**src/rtl/bpc_pkg.sv**
```systemverilog
// ----------------------------------------------------------------------------
// bpc_pkg
// Shared types and constants of the barometric compensation pipeline.
// ----------------------------------------------------------------------------
package bpc_pkg;

  // Configuration register indexes.
  localparam logic [2:0] REG_SENS_BASE = 3'd0;
  localparam logic [2:0] REG_OFF_BASE  = 3'd1;
  localparam logic [2:0] REG_SENS_TC   = 3'd2;
  localparam logic [2:0] REG_OFF_TC    = 3'd3;
  localparam logic [2:0] REG_TEMP_REF  = 3'd4;
  localparam logic [2:0] REG_TEMP_SENS = 3'd5;

  // Temperature thresholds in hundredths of a degree.
  localparam logic signed [19:0] TEMP_REF_CENTI  = 20'sd2000;
  // Distance between the 20.00 C and -15.00 C thresholds.
  localparam logic signed [19:0] TEMP_COLD_SPAN  = 20'sd3500;

  // Register stages from input request to result request.
  localparam int unsigned PIPE_DEPTH = 9;

  typedef struct packed {
    logic [15:0] sens_base;
    logic [15:0] off_base;
    logic [15:0] sens_tc;
    logic [15:0] off_tc;
    logic [15:0] temp_ref;
    logic [15:0] temp_sens;
  } coef_t;

  // First-order results plus what the second-order correction needs.
  typedef struct packed {
    logic        [23:0] d1;
    logic signed [19:0] temp;
    logic signed [18:0] dw;
    logic signed [19:0] dc;
    logic        [17:0] t2;
    logic               warm;
    logic               cold;
    logic signed [39:0] off;
    logic signed [39:0] sens;
  } front_t;

  // Fully corrected temperature, offset and sensitivity.
  typedef struct packed {
    logic        [23:0] d1;
    logic signed [19:0] temp;
    logic signed [39:0] off;
    logic signed [39:0] sens;
  } corr_t;

endpackage

```
**src/rtl/bpc_press.sv**
```systemverilog
// ----------------------------------------------------------------------------
// bpc_press
// Three stages: split product of raw pressure and sensitivity, product
// sum, offset subtraction and final scaling into the output register.
// ----------------------------------------------------------------------------
module bpc_press (
  input  logic               clk,
  input  logic               rst_n,
  input  logic               valid_i,
  output logic               ready_o,
  input  bpc_pkg::corr_t     data_i,
  output logic               valid_o,
  input  logic               ready_i,
  output logic signed [25:0] pressure_pa,
  output logic signed [19:0] temp_centi_c
);

  logic [2:0] v_r;
  logic [2:0] en;

  logic        [43:0] pplo_nxt, pplo_r;
  logic signed [44:0] pphi_nxt, pphi_r;
  logic signed [63:0] prod;
  logic signed [42:0] prodsh_r;
  logic signed [39:0] off_s1_r, off_s2_r;
  logic signed [19:0] temp_s1_r, temp_s2_r, temp_r;
  logic signed [43:0] diff;
  logic signed [25:0] press_r;

  always_comb begin
    en[2] = !v_r[2] || ready_i;
    en[1] = !v_r[1] || en[2];
    en[0] = !v_r[0] || en[1];
  end

  assign ready_o      = en[0];
  assign valid_o      = v_r[2];
  assign pressure_pa  = press_r;
  assign temp_centi_c = temp_r;

  // Sensitivity is split into an unsigned low half and a signed high half.
  assign pplo_nxt = data_i.d1 * data_i.sens[19:0];
  assign pphi_nxt = $signed({1'b0, data_i.d1}) * $signed(data_i.sens[39:20]);

  assign prod = $signed({pphi_r[43:0], 20'h00000}) + $signed({20'h00000, pplo_r});
  assign diff = $signed({prodsh_r[42], prodsh_r})
              - $signed({{4{off_s2_r[39]}}, off_s2_r});

  always_ff @(posedge clk) begin
    if (!rst_n) begin
      v_r <= 3'b000;
    end else begin
      if (en[0]) v_r[0] <= valid_i;
      if (en[1]) v_r[1] <= v_r[0];
      if (en[2]) v_r[2] <= v_r[1];
    end
  end

  always_ff @(posedge clk) begin
    if (en[0]) begin
      pplo_r    <= pplo_nxt;
      pphi_r    <= pphi_nxt;
      off_s1_r  <= data_i.off;
      temp_s1_r <= data_i.temp;
    end
    if (en[1]) begin
      prodsh_r  <= prod[63:21];
      off_s2_r  <= off_s1_r;
      temp_s2_r <= temp_s1_r;
    end
    if (en[2]) begin
      press_r <= diff[40:15];
      temp_r  <= temp_s2_r;
    end
  end

endmodule

```
**config.mk**
```make
export PLATFORM = sky130hd
export DESIGN_NAME = bpc_press
export DESIGN_NICKNAME = d
export VERILOG_FILES = /design/src/rtl/bpc_pkg.sv /design/src/rtl/bpc_press.sv
export SDC_FILE = /design/constraint.sdc
export NUM_CORES = 2
export LEC_CHECK = 0
export BUFFER_PORTS_ARGS = -buffer_cell sky130_fd_sc_hd__buf_2
export CORE_MARGIN = 4
export CORE_UTILIZATION = 55
export CTS_BUF_LIST = sky130_fd_sc_hd__clkbuf_16
export DETAILED_ROUTE_END_ITERATION = 16
export GPL_ROUTABILITY_DRIVEN = 0
export PLACE_DENSITY = 0.75
export SLEW_MARGIN = 10
export SYNTH_ARGS = -nofsm -noshare
export SYNTH_HDL_FRONTEND = slang
export SYNTH_SLANG_ARGS = --single-unit
```
**constraint.sdc**
```tcl
create_clock -name clk -period 7.14 [get_ports clk]
set_input_delay 0.714 -clock clk [delete_from_list [all_inputs] [get_ports clk]]
set_output_delay 0.714 -clock clk [all_outputs]
set_load 0.03 [all_outputs]
```
**Word-level counts from Yosys, hierarchy flattened**

Index checks and enable logic that the tools add are counted.

- Register bits after elaboration: 296
- Bits of input ports: 128
- Output and inout bits: 48
- Word-level logic and storage cells: 22

- $add $sub $neg: 2
- $mul: 2
- Reductions and logical operators: 6

Operator list:

| cell | number |
|---|---|
| $add 62x45->62 | 1 |
| $mul 24x20->44 | 1 |
| $mul 25x20->42 | 1 |
| $sub 41x40->41 | 1 |
| $logic_not 1->1 | 3 |
| $logic_or 1x1->1 | 3 |

**Depth between registers and ports, before layout**

- Depth in word-level cells: 4
- Depth in mapped cells: 29
- Gate-level depth less buffers: 27

**Worst setup path before layout**

OpenSTA, ideal clock, no wires.

- Kind: input -> register
- Start: in data_i[22] (netlist name)
- End: reg pphi_r[40] (data pin)
- Setup time: 0.257 ns
- Arrival: 7.069 ns
- Required time: 6.883 ns
- Slack: -0.187 ns
- Stages on the path: 28
- Buffers on the path: 2
- Cell sequence: clkbuf_1 and2_1 fa_1 fa_1 inv_1 fa_1 inv_1 fa_1 inv_1 fa_1 inv_1 fa_1 inv_1 fa_1 inv_1 ha_1 clkbuf_1 nand4_1 o221ai_1 a211oi_1 o31ai_1 a221o_1 o21a_1 o31a_1 o211a_1 o2111ai_1 nand2_1 xor2_1

- Cells in the longest elaborated chain, start to end: 1

RTL lines:

| item | RTL line | text |
|---|---|---|
| from (decl) | bpc_press.sv:11 | `input bpc_pkg::corr_t data_i,` |
| $mul 25x20->42 | bpc_press.sv:43 | `assign pphi_nxt = $signed({1'b0, data_i.d1}) * $signed(data_i.sens[39:20]);` |
| net pphi_nxt[40] | bpc_press.sv:22 | `logic signed [44:0] pphi_nxt, pphi_r;` |
| to (signal assigned) | bpc_press.sv:62 | `pphi_r <= pphi_nxt;` |
| to (decl) | bpc_press.sv:22 |  |

The timed path passes the listed nets, and every way through them passes these cells.
A chain may end at the register's enable or synchronous reset.

**Worst setup path after layout**

- Start: in data_i[27] (netlist name)
- End: reg pphi_r[38] (data pin)

The elaborated chain is that of the path after synthesis.

==> metrics.txt <==
status=finished clean; Std-Cell Rows=101; Clock Tree Buf Depth=3; Hold Path Depth=1; worst setup path category=in2reg; Routed Antenna Nets=0; Synth area leaders=fa_1, edfxtp_1, ha_1; DIE HEIGHT=~280 µm; TritonCTS clock tree=yes; average routed wire per standard cell=about 19 µm; total track usage=a little over a quarter; boundary pin count=176; FMAX=between 100 and 150 MHz; largest net degree at the start of global routing=66; Worst-Skew Late Latency=~560 ps; initial antenna violation count=5; Least-Margin Pin Slew=about 960 ps; Post-synth EDFFs=about 270; cell total after placement=around 5.5k; vias in the first global route=about 32k; commonest cells after routing, fill and taps aside=inv_1, fa_1, nand2_1, and2_1, ha_1; Initial Util=between 50% and 60%; hold wc startpoint=data_i[97]; R2R setup slack=~3300 ps; drc violations=0; register bit total from synthesis=~280; Slew Limit Fails=0; YS warnings=0; Post-synth top flop=edfxtp_1; Post-Layout Cell Count=around 5.5k; first-pass GRT wire length=between 150000 and 200000 µm; CP arrival=~7300 ps; H-tree depth=1; Max-Cap Viols=0; largest area contributor in the netlist=fa_1; DR vias=approximately 30k; RSZ-0062 raised after global routing=true; Vias/cell=approximately 5.4; Syn Std Cell Area=around 42000 µm²; syn_nets=roughly 5.5k; PortBufs=~180; share of layout cells above drive strength 1=13.2%; endpoints failing hold=0; final clock skew=10.6 ps; setup TNS=0 ps; Cell variety after synth=73; hold crit path type=in2reg; Period minus WS final=about 7000 ps; Seq/Total Area, Yosys=19.6%; dpl hpwl=between 80000 and 90000 µm; CP required=between 7000 and 8000 ps; global route overflow=0; Mapped Cells=between 4k and 5k; max_slew headroom=between 30 and 40%; fill cell count=between 6k and 7k; r2r endpoint=prodsh_r[30]$_DFFE_PP_; total wire length=104000 µm; reg2reg path depth=12; largest driver fanout on the critical path=13; core area=between 70000 and 80000 µm²; fin crit share=between 90% and 100%; Clock Sinks=between 200 and 300; Pre-antenna DRT Iters=6; Worst setup SP type=primary input; async set-or-reset flop fraction in the synthesized netlist=0%; NumNets Final=5801; Clock Pin Slew Worst Setup and Hold Paths=70 ps; hold endpoint=temp_s1_r[17]$_DFFE_PP_; Syn Area/Cell=~10 µm²; crit end category=register; synthesis-to-layout area growth=12.7%; most common cell after layout, fill and taps aside=inv_1; Yosys top cell area share=~37%; chip width=285 µm; DR iter-0 viols=2119; # setup viols final=0; worst r2r src=pplo_r[21]$_DFFE_PP_; TritonCTS buffer count=29; die area=slightly above 80000 µm²; Root Driver=clkbuf_16
## Yosys cell counts, types with 3 or more instances
| master | number |
|---|---|
| a211o_1 | 5 |
| a211oi_1 | 8 |
| a21o_1 | 67 |
| a21oi_1 | 98 |
| a221o_1 | 6 |
| a31o_2 | 3 |
| a31oi_1 | 6 |
| a41oi_1 | 3 |
| and2_1 | 451 |
| and3_1 | 14 |
| and4_1 | 5 |
| clkbuf_1 | 184 |
| dfxtp_1 | 3 |
| edfxtp_1 | 273 |
| fa_1 | 785 |
| ha_1 | 374 |
| inv_1 | 896 |
| nand2_1 | 533 |
| nand2b_1 | 26 |
| nand3_1 | 36 |
| nand4_1 | 17 |
| nor2_1 | 60 |
| nor2b_1 | 19 |
| nor3_1 | 16 |
| o211ai_1 | 8 |
| o21a_1 | 26 |
| o21ai_0 | 44 |
| o21ai_2 | 3 |
| o21bai_1 | 14 |
| or3_1 | 3 |
| xnor2_1 | 88 |
| xor2_1 | 45 |
## critical path, stage by stage
cell	delay (ps)
buf_4	180
buf_4	160
buf_4	130
and2_1	160
fa_1	390
fa_1	500
inv_1	50
fa_1	470
inv_1	50
fa_1	500
ha_2	280
fa_1	500
fa_1	420
ha_1	370
nand4_1	170
o221ai_2	130
a211oi_2	280
o31ai_4	140
a221o_1	390
o21a_1	210
o31a_1	310
o21ai_2	210
o22ai_2	90
o41ai_2	310
xnor2_1	110
## sequential cells by signal (all words and copies together), names as in the netlist, 20 cells and up
name / cells
pphi_r: 42
prodsh_r: 41
off_s1_r: 40
off_s2_r: 40
pressure_pa: 26
pplo_r: 24
temp_centi_c: 20
temp_s1_r: 20
temp_s2_r: 20
## stage by stage
step	setup slack (ps)	utilization (%)	cell area, µm²	hold slack [ps]
floorplan	-51.4	-	42200	400
global placement	-519	60.7	46000	400
detailed placement	-622	60.7	46000	405
CTS	23.8	62.0	47000	293
global route	-109	62.5	47400	297
finish	181	62.5	47400	323
## layout make-up
type / instances / area (µm²) / area share [%]
multi-input combinational: 2816 / 30000 / 63.3
sequential: 276 / 8260 / 17.4
timing repair buffer: 495 / 3630 / 7.65
inverter: 896 / 3360 / 7.09
tap: 978 / 1220 / 2.58
clock buffer: 29 / 726 / 1.53
clock inverter: 23 / 219 / 0.462
antenna: 2 / 5.00 / 0.0106
## routing by layer
layer	share of wire [%]	GRT usage (%)	wire length, µm	vias up
li1	-	-	-	13400
met5	0.019	0	20	-
met3	8.9	5.37	9250	239
met4	3.9	8.43	4090	2
met2	46	42.7	47700	1257
met1	41	36.3	43200	14900
## kinds of logic after synthesis
logic type / Yosys count / share of synthesized area, %
AOI/OAI and AO/OA: 329 / 5.27
buffers and inverters: 1083 / 9.67
and+or+nand+nor: 1195 / 14.2
DFF: 276 / 19.6
xor gates and xnor gates: 133 / 2.77
adders and majority gates: 1159 / 48.5
## repair_timing
item,in CTS,in global routing
gates resized for setup,1,106
gates cloned,0,2
buffers inserted,0,5
pin swaps,1,42
setup endpoints to repair,1,26
hold endpoints to repair,0,0
hold buffers,0,0
## worst max-delay path by stage
stage,end,from,depth (start not counted)
6_report,pphi_r[38]$_DFFE_PP_,data_i[27],25
4_1_cts,pplo_r[40]$_DFFE_PP_,data_i[110],27
2_1_floorplan,pphi_r[40]$_DFFE_PP_,data_i[24],28
3_5_place_dp,pplo_r[40]$_DFFE_PP_,data_i[106],28
5_1_grt,pphi_r[38]$_DFFE_PP_,data_i[22],27
3_3_place_gp,pphi_r[40]$_DFFE_PP_,data_i[108],24
Power is left out: the tool's default activity adds up to more than one toggle a clock period on the data nets, which glitch-free logic cannot reach.
