File: src/rtl/bpc_pkg.sv
// ----------------------------------------------------------------------------
// bpc_pkg
// Shared types and constants of the barometric compensation pipeline.
// ----------------------------------------------------------------------------
package bpc_pkg;

  // Configuration register indexes.
  localparam logic [2:0] REG_SENS_BASE = 3'd0;
  localparam logic [2:0] REG_OFF_BASE  = 3'd1;
  localparam logic [2:0] REG_SENS_TC   = 3'd2;
  localparam logic [2:0] REG_OFF_TC    = 3'd3;
  localparam logic [2:0] REG_TEMP_REF  = 3'd4;
  localparam logic [2:0] REG_TEMP_SENS = 3'd5;

  // Temperature thresholds in hundredths of a degree.
  localparam logic signed [19:0] TEMP_REF_CENTI  = 20'sd2000;
  // Distance between the 20.00 C and -15.00 C thresholds.
  localparam logic signed [19:0] TEMP_COLD_SPAN  = 20'sd3500;

  // Register stages from input request to result request.
  localparam int unsigned PIPE_DEPTH = 9;

  typedef struct packed {
    logic [15:0] sens_base;
    logic [15:0] off_base;
    logic [15:0] sens_tc;
    logic [15:0] off_tc;
    logic [15:0] temp_ref;
    logic [15:0] temp_sens;
  } coef_t;

  // First-order results plus what the second-order correction needs.
  typedef struct packed {
    logic        [23:0] d1;
    logic signed [19:0] temp;
    logic signed [18:0] dw;
    logic signed [19:0] dc;
    logic        [17:0] t2;
    logic               warm;
    logic               cold;
    logic signed [39:0] off;
    logic signed [39:0] sens;
  } front_t;

  // Fully corrected temperature, offset and sensitivity.
  typedef struct packed {
    logic        [23:0] d1;
    logic signed [19:0] temp;
    logic signed [39:0] off;
    logic signed [39:0] sens;
  } corr_t;

endpackage

File: src/rtl/bpc_corr.sv
// ----------------------------------------------------------------------------
// bpc_corr
// Three stages of second-order correction below 20.00 C, with the extra
// term below -15.00 C.
// ----------------------------------------------------------------------------
module bpc_corr (
  input  logic            clk,
  input  logic            rst_n,
  input  logic            valid_i,
  output logic            ready_o,
  input  bpc_pkg::front_t data_i,
  output logic            valid_o,
  input  logic            ready_i,
  output bpc_pkg::corr_t  data_o
);

  logic [2:0] v_r;
  logic [2:0] en;

  bpc_pkg::front_t    s1_r, s2_r;
  logic signed [37:0] dw_sq;
  logic signed [39:0] dc_sq;
  logic        [35:0] dw2_r, dc2_r;
  logic        [38:0] five_dw2, seven_dc2, eleven_dc2;
  logic        [39:0] off2_nxt, off2_r;
  logic        [39:0] sens2_nxt, sens2_r;
  logic signed [19:0] temp_nxt, temp_r;
  bpc_pkg::corr_t     corr_nxt, corr_r;

  always_comb begin
    en[2] = !v_r[2] || ready_i;
    en[1] = !v_r[1] || en[2];
    en[0] = !v_r[0] || en[1];
  end

  assign ready_o = en[0];
  assign valid_o = v_r[2];
  assign data_o  = corr_r;

  assign dw_sq = data_i.dw * data_i.dw;
  assign dc_sq = data_i.dc * data_i.dc;

  // Squares are never negative, so the halving and quartering are plain shifts.
  assign five_dw2   = {1'b0, dw2_r, 2'b00} + {3'b000, dw2_r};
  assign seven_dc2  = {dc2_r, 3'b000} - {3'b000, dc2_r};
  assign eleven_dc2 = {dc2_r, 3'b000} + {2'b00, dc2_r, 1'b0} + {3'b000, dc2_r};

  always_comb begin
    off2_nxt  = 40'd0;
    sens2_nxt = 40'd0;
    temp_nxt  = s1_r.temp;
    if (!s1_r.warm) begin
      off2_nxt  = {2'b00, five_dw2[38:1]};
      sens2_nxt = {3'b000, five_dw2[38:2]};
      temp_nxt  = s1_r.temp - $signed({2'b00, s1_r.t2});
      if (s1_r.cold) begin
        off2_nxt  = off2_nxt + {1'b0, seven_dc2};
        sens2_nxt = sens2_nxt + {2'b00, eleven_dc2[38:1]};
      end
    end
  end

  always_comb begin
    corr_nxt.d1   = s2_r.d1;
    corr_nxt.temp = temp_r;
    corr_nxt.off  = s2_r.off - $signed(off2_r);
    corr_nxt.sens = s2_r.sens - $signed(sens2_r);
  end

  always_ff @(posedge clk) begin
    if (!rst_n) begin
      v_r <= 3'b000;
    end else begin
      if (en[0]) v_r[0] <= valid_i;
      if (en[1]) v_r[1] <= v_r[0];
      if (en[2]) v_r[2] <= v_r[1];
    end
  end

  always_ff @(posedge clk) begin
    if (en[0]) begin
      s1_r  <= data_i;
      dw2_r <= dw_sq[35:0];
      dc2_r <= dc_sq[35:0];
    end
    if (en[1]) begin
      s2_r    <= s1_r;
      off2_r  <= off2_nxt;
      sens2_r <= sens2_nxt;
      temp_r  <= temp_nxt;
    end
    if (en[2]) begin
      corr_r <= corr_nxt;
    end
  end

endmodule

File: config.mk
export PLATFORM = sky130hd
export DESIGN_NAME = bpc_corr
export DESIGN_NICKNAME = d
export VERILOG_FILES = /design/src/rtl/bpc_pkg.sv /design/src/rtl/bpc_corr.sv
export SDC_FILE = /design/constraint.sdc
export NUM_CORES = 2
export LEC_CHECK = 0
export BUFFER_PORTS_ARGS = -buffer_cell sky130_fd_sc_hd__buf_4
export CORE_MARGIN = 1.5
export CORE_UTILIZATION = 42
export CTS_CLUSTER_DIAMETER = 50
export DETAILED_ROUTE_END_ITERATION = 10
export GPL_TIMING_DRIVEN = 0
export PLACE_DENSITY = 0.64
export SKIP_CTS_REPAIR_TIMING = 1
export SLEW_MARGIN = 20
export SYNTH_ARGS = -nofsm -noshare
export SYNTH_HDL_FRONTEND = slang
export SYNTH_SLANG_ARGS = --single-unit
File: constraint.sdc
create_clock -name clk -period 19.9 [get_ports clk]
set_input_delay 1.99 -clock clk [delete_from_list [all_inputs] [get_ports clk]]
set_output_delay 1.99 -clock clk [all_outputs]
set_load 0.01 [all_outputs]
=== Word-level counts from Yosys, hierarchy flattened ===
Cells that the tools add are included.

* Reductions and logical operators: 7
* Bitwise gates (word level): 1
* Muxes and demuxes: 3
* $add $sub $neg: 9
* Multipliers: 2

{| class="wikitable"
|+ Operators with widths
! kind !! number
|-
| $sub A40 B40 Y40 || 2
|-
| $add A38 B39 Y40 || 1
|-
| $add A37 B38 Y39 || 1
|-
| $add A38 B36 Y39 || 1
|-
| $add A39 B36 Y39 || 1
|-
| $add A39 B37 Y39 || 1
|-
| $sub A39 B36 Y39 || 1
|-
| $mux W38 || 1
|-
| $mux W37 || 1
|-
| $mul A19 B19 Y36 || 1
|-
| $mul A20 B20 Y36 || 1
|-
| $mux W20 || 1
|-
| $sub A20 B19 Y20 || 1
|-
| $logic_not A1 Y1 || 3
|-
| $logic_or A1 B1 Y1 || 3
|-
| $reduce_or A2 Y1 || 1
|-
| $not A1 Y1 || 1
|}

* Bits of input ports: 187
* Word-level logic and storage cells: 46
* Flip-flop bits (word level): 546

=== Logic depth before layout (Yosys ltp) ===
* Depth in word-level cells: 4
* Mapped depth: 29

=== Worst setup path after synthesis ===
OpenSTA, ideal clock, no wires.

* Path type: in2reg
* Start point: in ready_i
* End point: reg dc2_r[0] (enable)
* Setup time: 2.250 ns
* Slack: 10.584 ns
* Arrival time: 7.066 ns
* Stages on the path: 2
* Path through: nor2b_1 > nand3_1

* Longest elaborated chain between the ends: 3

{| class="wikitable"
|+ RTL lines
! element !! RTL line !! text
|-
| start, declared || bpc_corr.sv:13 || <nowiki>input logic ready_i,</nowiki>
|-
| $logic_or A1 B1 Y1 || bpc_corr.sv:31 || <nowiki>en[2] = !v_r[2] || ready_i;</nowiki>
|-
| $logic_or A1 B1 Y1 || bpc_corr.sv:32 || <nowiki>en[1] = !v_r[1] || en[2];</nowiki>
|-
| $logic_or A1 B1 Y1 || bpc_corr.sv:33 || <nowiki>en[0] = !v_r[0] || en[1];</nowiki>
|-
| named net ready_o || bpc_corr.sv:10 || <nowiki>output logic ready_o,</nowiki>
|-
| end signal, assigned || bpc_corr.sv:84 || <nowiki>dc2_r <= dc_sq[35:0];</nowiki>
|-
| end, declared || bpc_corr.sv:23 || <nowiki>logic [35:0] dw2_r, dc2_r;</nowiki>
|}

The timed path passes the listed nets, and every way through them passes these cells.
A chain may end at the register's enable or synchronous reset.

=== Worst setup path in the final report ===
* Start point: in data_i[124] in the netlist's numbering
* End point: reg dw2_r[35], data pin

* Longest elaborated chain between the ends: 1

{| class="wikitable"
|+ RTL lines
! element !! RTL line !! text
|-
| start, declared || bpc_corr.sv:11 || <nowiki>input bpc_pkg::front_t data_i,</nowiki>
|-
| $mul A19 B19 Y36 || bpc_corr.sv:40 || <nowiki>assign dw_sq = data_i.dw * data_i.dw;</nowiki>
|-
| named net dw_sq[35] || bpc_corr.sv:21 || <nowiki>logic signed [37:0] dw_sq;</nowiki>
|-
| end signal, assigned || bpc_corr.sv:83 || <nowiki>dw2_r <= dw_sq[35:0];</nowiki>
|-
| end, declared || bpc_corr.sv:23 ||
|}

The timed path passes the listed nets, and every way through them passes these cells.

==> reports/results.ini <==
[clock_tree]
tritoncts = yes
cts_buffers = 60
cts_buffer_depth = 3
cts-root-buf = clkbuf_16
cts.sinks = 543
clkTransAtPathRegs_ps = 60
clock_latency_ps = 650
htree_num_levels = 2

[floorplan]
die_area_sq_um = 133000
die_w_um = 365
die_h_um = 365
fp-row-count = 132
coreArea_sq_um = 130000
io_pins = 313
initial_utilization = 0.424

[sta]
max_freq_mhz = 104
relSlewSlack = 0.256
rsz0062_at_grt = no
finalSetupTns_ps = 0
tightest_slew_ps = 1120
final-setup-viol-count = 0
slew_viol_final = 0
period_share = 0.481
clock_skew_ps = 18.4
final_hold_viol_count = 0
finalCriticalPeriod_ps = 9580

[hold_path]
hold_depth = 0
hp-class = reg2reg
hp-start = s1_r[66]$_DFFE_PP_
holdPathEnd = s2_r[66]$_DFFE_PP_

[routing]
drcViolationCount = 0
ant_nets = 0
wl_per_cell_um = 18.2
drt_iter0_markers = 2140
wirelength_um = 134000
via_per_inst = 5.09
via_count = 37481
dr.pass1.iters = 7

[critical_path]
reg2reg_slack_ps = 13260
startpoint_type = input pin
reg2reg_depth = 23
worstSetupPathType = in2reg
endpoint_kind = register
critPathRequiredTime_ps = 20260
arrival_ps = 9950
rr_startpoint = dc2_r[8]$_DFFE_PP_
r2r_end = sens2_r[37]$_SDFFCE_PP0P_
critical_path.max_fanout = 10

[finish]
drive_above_1_share = 0.0822
syn2layout_area_growth_pct = 12.4
layout.nets = 6947

[placed_design]
portBuffers = 307
gp_congestion = 0.909
hpwl_um = 112000

[synthesis]
synth_cell_types = 79
ys_ff_latch = 543
ys_seq_area_frac = 0.296
synth_area_per_cell_sq_um = 10.6
synth-edff-count = 540
synth_top_area_frac = 0.295
async_reset_ff_frac = 0
synthCells = 5179
yosysMostFrequentCell = inv_1
synthTopCellsByCount = inv_1 (1004), fa_1 (712), edfxtp_1 (540)
synthFlopType = edfxtp_1
synth_area_sq_um = 54900
synth_area_leaders = edfxtp_1 (30%), fa_1 (26%), ha_1 (11%)
yosysWarnings = 0
synth_top_cell_by_area = edfxtp_1

[grt]
grt_pass1_vias = 39606
gr-total-overflow = 0
track_usage = 0.204
grt_max_degree = 81
grt_first_pass_wirelength_um = 212000
antenna_found_initial = 9

[flow_run]
maxCapViolations = 0

[outcome]
outcome = complete, no violations

-- state kept, by name, indices dropped and copies added, names as in the netlist --
name and flops:
sens2_r 38, data_o 124, dc2_r 35, v_r 3
corr_nxt 24, s1_r 144, dw2_r 35, temp_r 20
s2_r 80, off2_r 40
-- cell families after synthesis --
family,after synthesis,share of synthesized area
adder cells (fa/ha/maj),1200,0.371
buffers and inverters,1100,0.0751
AND/OR/NAND/NOR,1084,0.0961
AO/OA/AOI/OAI,891,0.104
flip-flops,543,0.296
XOR/XNOR,346,0.0553
multiplexers,14,0.00262
other,1,0.0000682
-- cell usage in the layout (no fill, tap or decap), drive strengths merged, types with 46 or more instances in the layout --
cell type  instances
a21o             152
nor3              46
buf              321
fa               712
edfxtp           540
clkbuf           159
nand2            347
inv             1011
nor2             228
xor2             101
ha               488
and2             168
a21oi            283
xnor2            245
nand3             54
nand2b            52
o21ai            161
nor2b             76
-- layer usage --
layer / part of all wire / GRT usage
met1: 0.41 / 0.249
met2: 0.51 / 0.371
met3: 0.055 / 0.0276
met4: 0.030 / 0.0607
met5: 0.00037 / 0
-- worst max-delay path: stages --
cell	delay (ps)
buf_4	120
clkbuf_1	580
clkbuf_1	600
nand2_1	230
fa_1	450
fa_1	490
inv_1	50
fa_1	500
inv_1	50
fa_1	490
inv_1	50
fa_1	560
fa_1	450
ha_1	300
ha_1	340
a21o_1	180
a21oi_1	200
nand2b_1	80
o31ai_1	570
o22ai_1	320
o211ai_1	360
nand3_1	200
a31oi_1	210
o21bai_1	100
xnor2_1	430
-- per-stage QoR --
stage | utilization | setup WS (ps) | hold slack (ps) | area (sq um) | std cells
final | 0.476 | 10320 | 408 | 61800 | 7358
after global routing | 0.476 | 9860 | 417 | 61700 | 7351
after CTS | 0.476 | 10310 | 415 | 61700 | 7351
after detailed placement | 0.461 | 9630 | 405 | 59700 | 7240
after global placement | 0.458 | 5410 | 401 | 59400 | 7230
after floorplan | - | 10580 | 400 | 55000 | 5181
-- final cells by class --
class / count / area (sq um)
Fill cell: 11853 / 67900
Multi-Input combinational cell: 3538 / 34600
Sequential cell: 543 / 16300
Inverter: 1006 / 3780
Timing Repair Buffer: 317 / 2550
Tap cell: 1742 / 2180
Clock buffer: 69 / 1540
Clock inverter: 42 / 499
Buffer: 94 / 353
Antenna cell: 7 / 17.5
-- how the worst max path moves through the flow --
stage / from / end / cells past startpoint / slack (ps)
6_report: data_i[124] / dw2_r[35]$_DFFE_PP_ / 25 / 10320
3_5_place_dp: data_i[105] / dc2_r[33]$_DFFE_PP_ / 28 / 9630
4_1_cts: data_i[105] / dc2_r[33]$_DFFE_PP_ / 28 / 10310
5_1_grt: data_i[105] / dc2_r[33]$_DFFE_PP_ / 28 / 9860
3_3_place_gp: ready_i / ready_o / 4 / 5410
2_1_floorplan: ready_i / dc2_r[0]$_DFFE_PP_ / 2 / 10580
Power is not shown: default switching activity piles up to over one toggle a cycle in this logic, so the estimate is an artifact.
