<file path="config.mk">
export PLATFORM = sky130hd
export DESIGN_NAME = bpc_front
export DESIGN_NICKNAME = d
export VERILOG_FILES = /design/src/rtl/bpc_pkg.sv /design/src/rtl/bpc_front.sv
export SDC_FILE = /design/constraint.sdc
export NUM_CORES = 2
export LEC_CHECK = 0
export BUFFER_PORTS_ARGS = -buffer_cell sky130_fd_sc_hd__buf_2
export CAP_MARGIN = 20
export CORE_ASPECT_RATIO = 0.75
export CORE_MARGIN = 2
export CORE_UTILIZATION = 23
export DETAILED_ROUTE_END_ITERATION = 12
export PLACE_DENSITY = 0.43
export SKIP_LAST_GASP = 1
export SLEW_MARGIN = 20
export SYNTH_ARGS = -nofsm -noshare
export SYNTH_HDL_FRONTEND = slang
export SYNTH_SLANG_ARGS = --single-unit
</file>
<file path="constraint.sdc">
create_clock -name clk -period 10 [get_ports clk]
set_clock_uncertainty 0.1 [all_clocks]
set_input_delay 2 -clock clk [delete_from_list [all_inputs] [get_ports clk]]
set_output_delay 2 -clock clk [all_outputs]
set_load 0.01 [all_outputs]
</file>
<file path="src/rtl/bpc_pkg.sv">
// ----------------------------------------------------------------------------
// bpc_pkg
// Shared types and constants of the barometric compensation pipeline.
// ----------------------------------------------------------------------------
package bpc_pkg;

  // Configuration register indexes.
  localparam logic [2:0] REG_SENS_BASE = 3'd0;
  localparam logic [2:0] REG_OFF_BASE  = 3'd1;
  localparam logic [2:0] REG_SENS_TC   = 3'd2;
  localparam logic [2:0] REG_OFF_TC    = 3'd3;
  localparam logic [2:0] REG_TEMP_REF  = 3'd4;
  localparam logic [2:0] REG_TEMP_SENS = 3'd5;

  // Temperature thresholds in hundredths of a degree.
  localparam logic signed [19:0] TEMP_REF_CENTI  = 20'sd2000;
  // Distance between the 20.00 C and -15.00 C thresholds.
  localparam logic signed [19:0] TEMP_COLD_SPAN  = 20'sd3500;

  // Register stages from input request to result request.
  localparam int unsigned PIPE_DEPTH = 9;

  typedef struct packed {
    logic [15:0] sens_base;
    logic [15:0] off_base;
    logic [15:0] sens_tc;
    logic [15:0] off_tc;
    logic [15:0] temp_ref;
    logic [15:0] temp_sens;
  } coef_t;

  // First-order results plus what the second-order correction needs.
  typedef struct packed {
    logic        [23:0] d1;
    logic signed [19:0] temp;
    logic signed [18:0] dw;
    logic signed [19:0] dc;
    logic        [17:0] t2;
    logic               warm;
    logic               cold;
    logic signed [39:0] off;
    logic signed [39:0] sens;
  } front_t;

  // Fully corrected temperature, offset and sensitivity.
  typedef struct packed {
    logic        [23:0] d1;
    logic signed [19:0] temp;
    logic signed [39:0] off;
    logic signed [39:0] sens;
  } corr_t;

endpackage

</file>
<file path="src/rtl/bpc_front.sv">
// ----------------------------------------------------------------------------
// bpc_front
// Three stages: temperature difference, coefficient products, first-order
// temperature, offset and sensitivity.
// ----------------------------------------------------------------------------
module bpc_front (
  input  logic                clk,
  input  logic                rst_n,
  input  bpc_pkg::coef_t      coef,
  input  logic                valid_i,
  output logic                ready_o,
  input  logic [23:0]         d1_i,
  input  logic [23:0]         d2_i,
  output logic                valid_o,
  input  logic                ready_i,
  output bpc_pkg::front_t     data_o
);

  logic [2:0] v_r;
  logic [2:0] en;

  logic        [23:0] d1_s1_r, d1_s2_r;
  logic signed [24:0] dt_nxt, dt_r;
  logic signed [41:0] mt_nxt, mt_r;
  logic signed [41:0] moff_nxt, moff_r;
  logic signed [41:0] msens_nxt, msens_r;
  logic signed [49:0] mt2_nxt, mt2_r;
  logic signed [18:0] tsh;
  bpc_pkg::front_t    front_nxt, front_r;

  // A stage may load when it is empty or its contents move on.
  always_comb begin
    en[2] = !v_r[2] || ready_i;
    en[1] = !v_r[1] || en[2];
    en[0] = !v_r[0] || en[1];
  end

  assign ready_o = en[0];
  assign valid_o = v_r[2];
  assign data_o  = front_r;

  assign dt_nxt    = $signed({1'b0, d2_i}) - $signed({1'b0, coef.temp_ref, 8'h00});
  assign mt_nxt    = dt_r * $signed({1'b0, coef.temp_sens});
  assign moff_nxt  = dt_r * $signed({1'b0, coef.off_tc});
  assign msens_nxt = dt_r * $signed({1'b0, coef.sens_tc});
  assign mt2_nxt   = dt_r * dt_r;

  assign tsh = mt_r[41:23];

  always_comb begin
    front_nxt.d1   = d1_s2_r;
    front_nxt.temp = $signed({tsh[18], tsh}) + bpc_pkg::TEMP_REF_CENTI;
    front_nxt.dw   = tsh;
    front_nxt.dc   = $signed({tsh[18], tsh}) + bpc_pkg::TEMP_COLD_SPAN;
    front_nxt.t2   = mt2_r[48:31];
    front_nxt.warm = !tsh[18];
    front_nxt.cold = front_nxt.dc[19];
    front_nxt.off  = $signed({8'h00, coef.off_base, 16'h0000})
                   + $signed({{5{moff_r[41]}}, moff_r[41:7]});
    front_nxt.sens = $signed({9'h000, coef.sens_base, 15'h0000})
                   + $signed({{6{msens_r[41]}}, msens_r[41:8]});
  end

  always_ff @(posedge clk) begin
    if (!rst_n) begin
      v_r <= 3'b000;
    end else begin
      if (en[0]) v_r[0] <= valid_i;
      if (en[1]) v_r[1] <= v_r[0];
      if (en[2]) v_r[2] <= v_r[1];
    end
  end

  always_ff @(posedge clk) begin
    if (en[0]) begin
      dt_r    <= dt_nxt;
      d1_s1_r <= d1_i;
    end
    if (en[1]) begin
      mt_r    <= mt_nxt;
      moff_r  <= moff_nxt;
      msens_r <= msens_nxt;
      mt2_r   <= mt2_nxt;
      d1_s2_r <= d1_s1_r;
    end
    if (en[2]) begin
      front_r <= front_nxt;
    end
  end

endmodule

</file>
# Word-level counts from Yosys, hierarchy flattened
# Cells that the tools add are included.
[op_classes] n_bitwise=0 shifts=0 div=0 n_eq_ne=0 n_reduce_logical=7 n_lt_le_gt_ge=0 n_mux=0 n_addsub=5 n_mul=4
[op_table] op="$mul 25x17->42" count=3
[op_table] op="$mul 25x25->49" count=1
[op_table] op="$add 33x35->36" count=1
[op_table] op="$add 32x34->35" count=1
[op_table] op="$sub 24x24->25" count=1
[op_table] op="$add 19x12->20 const B" count=1
[op_table] op="$add 19x13->20 const B" count=1
[op_table] op="$logic_not 1->1" count=4
[op_table] op="$logic_or 1x1->1" count=3
[word_totals] register_bits=434 latch_bits=0 in_bits=148 mem_count=0 romBits=0 mem_bits_rw=0 output_inout_bits=185 word_cells=35

# Longest topological paths before layout
[logic_depth] word_depth=4 mapped_depth=27 ltp_nobuf=26

# Worst setup path after synthesis
# Ideal clock, no wire load.
[synth_timing] path_type="input-to-reg" from="in coef[5] (netlist bit)" to="reg mt_r[30], data pin" t_required_ns=9.642 path_slack_ns=1.968 path_stages=24 arrival_time_ns=7.674 cell_sequence="clkbuf_1 > clkbuf_1 > nand2_1 > fa_1 > inv_1 > fa_1 > inv_1 > fa_1 > inv_1 > fa_1 > inv_1 > fa_1 > inv_1 > fa_1 > ha_1 > or4_4 > a221oi_2 > nand4_1 > a21oi_2 > o31ai_2 > a311oi_2 > o21bai_2 > a21oi_2 > xnor2_1"
[synth_via] elab_chain_len=1
[synth_lines] element="from (decl)" line="bpc_front.sv:9" source="input bpc_pkg::coef_t coef,"
[synth_lines] element="$mul 25x17->42" line="bpc_front.sv:43" source="assign mt_nxt = dt_r * $signed({1'b0, coef.temp_sens});"
[synth_lines] element="net mt_nxt[30]" line="bpc_front.sv:24" source="logic signed [41:0] mt_nxt, mt_r;"
[synth_lines] element="to (signal assigned)" line="bpc_front.sv:80" source="mt_r <= mt_nxt;"
[synth_lines] element="to (decl)" line="bpc_front.sv:24"
# The timed path passes the listed nets, and every way through them passes these cells.
# A chain may end at the register's enable or synchronous reset.

# Final worst setup path
[layout_timing] from="reg dt_r[13]" to="reg msens_r[41], data pin"
[layout_via] elab_chain_len=1
[layout_lines] element="from (decl)" line="bpc_front.sv:23" source="logic signed [24:0] dt_nxt, dt_r;"
[layout_lines] element="from (signal assigned)" line="bpc_front.sv:76" source="dt_r <= dt_nxt;"
[layout_lines] element="$mul 25x17->42" line="bpc_front.sv:45" source="assign msens_nxt = dt_r * $signed({1'b0, coef.sens_tc});"
[layout_lines] element="net msens_nxt[41]" line="bpc_front.sv:26" source="logic signed [41:0] msens_nxt, msens_r;"
[layout_lines] element="to (signal assigned)" line="bpc_front.sv:82" source="msens_r <= msens_nxt;"
[layout_lines] element="to (decl)" line="bpc_front.sv:26"
# The timed path passes the listed nets, and every way through them passes these cells.

==> metrics.csv <==
metric;value;unit
H-Tree Depth;2;
Storage cell area;10500;µm²
nets;10000;
most frequent cells in the layout;2,069 x inv_1, 1,767 x fa_1, 980 x nand2_1;
Final Cycle Share;0.870;
die height;497;µm
status;finished, final reports clean;
Worst-Margin Slew;1090;ps
CP Data Required Time;10320;ps
unrepaired setup endpoints after global routing;false;
Seq/Total Area, Yosys;0.140;
gr usage total;0.131;
Post-Syn Instances;7485;
row count;181;
Crit. End Element;flip-flop;
Iter 0 DRT Violations;2486;
Fin. Hold Viols;0;
slew margin rel.;0.273;
fin crit period;8700;ps
Arr. time, crit path;9020;ps
CTS sink count;349;
crit-path max cell delay;1030;ps
drt wl/cell;17.2;µm
clk slew on worst S/H paths;60;ps
post-CTS resize count;0;
fillers;34800;
die area;329000;µm²
#FFs+latches synth;349;
clk_lat worst skew;710;ps
CTS max path bufs;3;
die extent in x;662;µm
routed wire length;206000;µm
syn_area_per_cell;9.97;µm²
dpl hpwl;168000;µm
syn_nets;9903;
Residual DRC;0;
Mapped Area;74600;µm²
antenna-violating nets left;0;
post-CTS setup repair buffer count;0;
cell repeated most along the worst path;fa_1;
crit start category;flip-flop;
CP Cell Sequence;buf_4 -> buf_4 -> buf_4 -> nand2_1 -> fa_1 -> inv_1 -> fa_1 -> inv_1 -> fa_1 -> fa_1 -> fa_1 -> inv_1 -> fa_1 -> ha_1 -> nand4_1 -> nor2_1 -> inv_1 -> o211ai_2 -> a211oi_2 -> o21ai_1 -> a21oi_2 -> o21bai_1 -> xnor2_1;
placer congestion estimate;0.806;
leading cell type in the layout, fill and taps excluded;inv_1;
final setup fails;0;
CP max FO;21;
CTS Buf Count;49;
drt pass-1 iters;5;
Yosys warning count;0;
P&R area growth vs syn;11.1;%
total gr overflow;0;
CTS Hold Bufs;0;
# IOs;333;
Port-buffer cells;332;
Critical Path Slowest Stage Cell;edfxtp_1;
TNS Setup;0;ps
final core utilization;0.256;
Post-synth EDFFs;346;
pins over their slew limit;0;
vias in the first global route;55200;
drt via density;4.05;
ys flop type;edfxtp_1;
multi-input combinational cell area;55100;µm²
core region area;324000;µm²
share of layout cells above drive strength 1;0.0718;
Yosys cell types;80;
Max-Cap Viols;0;
Min-Delay Path Class;reg -> reg;
first-pass GRT wire length;332000;µm
ys async rst share;0;
CTS tree;done;
via count;48500;
Max Freq;115;MHz
clock root cell;clkbuf_16;
Hold Crit Depth;0;
WS Path Type;reg -> reg;
largest net degree at the start of global routing;75;
Worst R2R Path Depth;23;
initial antenna violation count;36;
starting density of the core;0.231;
-- per-stage QoR --
step / instances / hold slack, ps / area [µm²] / setup WS, ps
2_1_floorplan: 7485 / 300 / 74600 / 1970
3_3_place_gp: 11900 / 300 / 81100 / 1020
3_5_place_dp: 11900 / 305 / 81100 / 973
4_1_cts: 12000 / 318 / 82800 / 1330
5_1_grt: 12000 / 322 / 82900 / 1050
6_report: 12000 / 316 / 82900 / 1300
-- flip-flops by register name, summed over array words and instances (netlist names) --
signal and cells:
v_r 3, mt2_r 18, mt_r 19, data_o 167
msens_r 34, d1_s2_r 24, dt_r 25, moff_r 35
d1_s1_r 24
-- cell type report --
class | instances | area share
Antenna cell | 7 | 0.000211
Clock buffer | 50 | 0.0148
Clock inverter | 40 | 0.00578
Inverter | 2070 | 0.0939
Multi-Input combinational cell | 4733 | 0.665
Sequential cell | 349 | 0.126
Tap cell | 4300 | 0.0649
Timing Repair Buffer | 419 | 0.0291
-- cell families (layout without fill, tap and decap cells) --
| kind of cell | count (synthesis) | after routing | synth area share |
|---|---|---|---|
| other cells | 0 | 7 | 0 |
| compound gates | 372 | 372 | 0.0347 |
| mux | 2 | 2 | 0.000268 |
| fa+ha+maj | 2270 | 2270 | 0.559 |
| xor+xnor | 212 | 212 | 0.0249 |
| simple gates | 1877 | 1877 | 0.120 |
| buf+inv | 2403 | 2579 | 0.122 |
| flops | 349 | 349 | 0.140 |
-- worst max-delay path: cells and delay by family (launching register included) --
family,cells,cell delay [ps]
simple gates,3,810
xor+xnor,1,80
flops,1,1030
compound gates,5,1630
buf+inv,7,1280
fa+ha+maj,7,3440
-- per-layer routing --
| metal | track usage | vias up | part of all wire |
|---|---|---|---|
| li1 | - | 22000 | - |
| met2 | 0.197 | 917 | 0.43 |
| met5 | 0 | - | 0.00031 |
| met4 | 0.0196 | 10 | 0.014 |
| met3 | 0.0216 | 157 | 0.053 |
| met1 | 0.198 | 25400 | 0.51 |
-- synthesized netlist by cell type (5+ instances only) --
cell,instances,area share
o21bai_1,8,0.00080
a221oi_1,6,0.00070
edfxtp_1,346,0.14
nand2b_1,18,0.0015
inv_1,2070,0.10
a21boi_0,13,0.0013
nor3_1,29,0.0019
a31o_2,6,0.00070
a21oi_1,104,0.0070
a211o_1,5,0.00059
or3_1,17,0.0014
ha_1,502,0.084
nor2_1,121,0.0061
buf_4,16,0.0016
a21o_1,52,0.0052
xnor2_1,150,0.018
fa_1,1768,0.47
or2_2,6,0.00050
a21oi_2,5,0.00059
o21a_1,19,0.0019
nand3_1,32,0.0021
a211oi_1,20,0.0020
nand4_1,18,0.0015
o21ai_0,57,0.0038
a31oi_1,9,0.00075
and3_1,16,0.0013
nor2b_1,33,0.0028
xor2_1,62,0.0073
o31ai_1,8,0.00080
clkbuf_1,315,0.016
and2_1,586,0.049
nand2_1,981,0.049
-- final timing paths --
check	start	to	slack (ps)
worst max-delay path	dt_r[13]	msens_r[41]	1300
worst min-delay path	d1_s2_r[7]	data_o[166]	320
worst max register to register	dt_r[13]	msens_r[41]	1300
worst min register to register	d1_s2_r[7]	data_o[166]	320
Power is left out: the tool's default activity adds up to more than one toggle a clock period on the data nets, which glitch-free logic cannot reach.
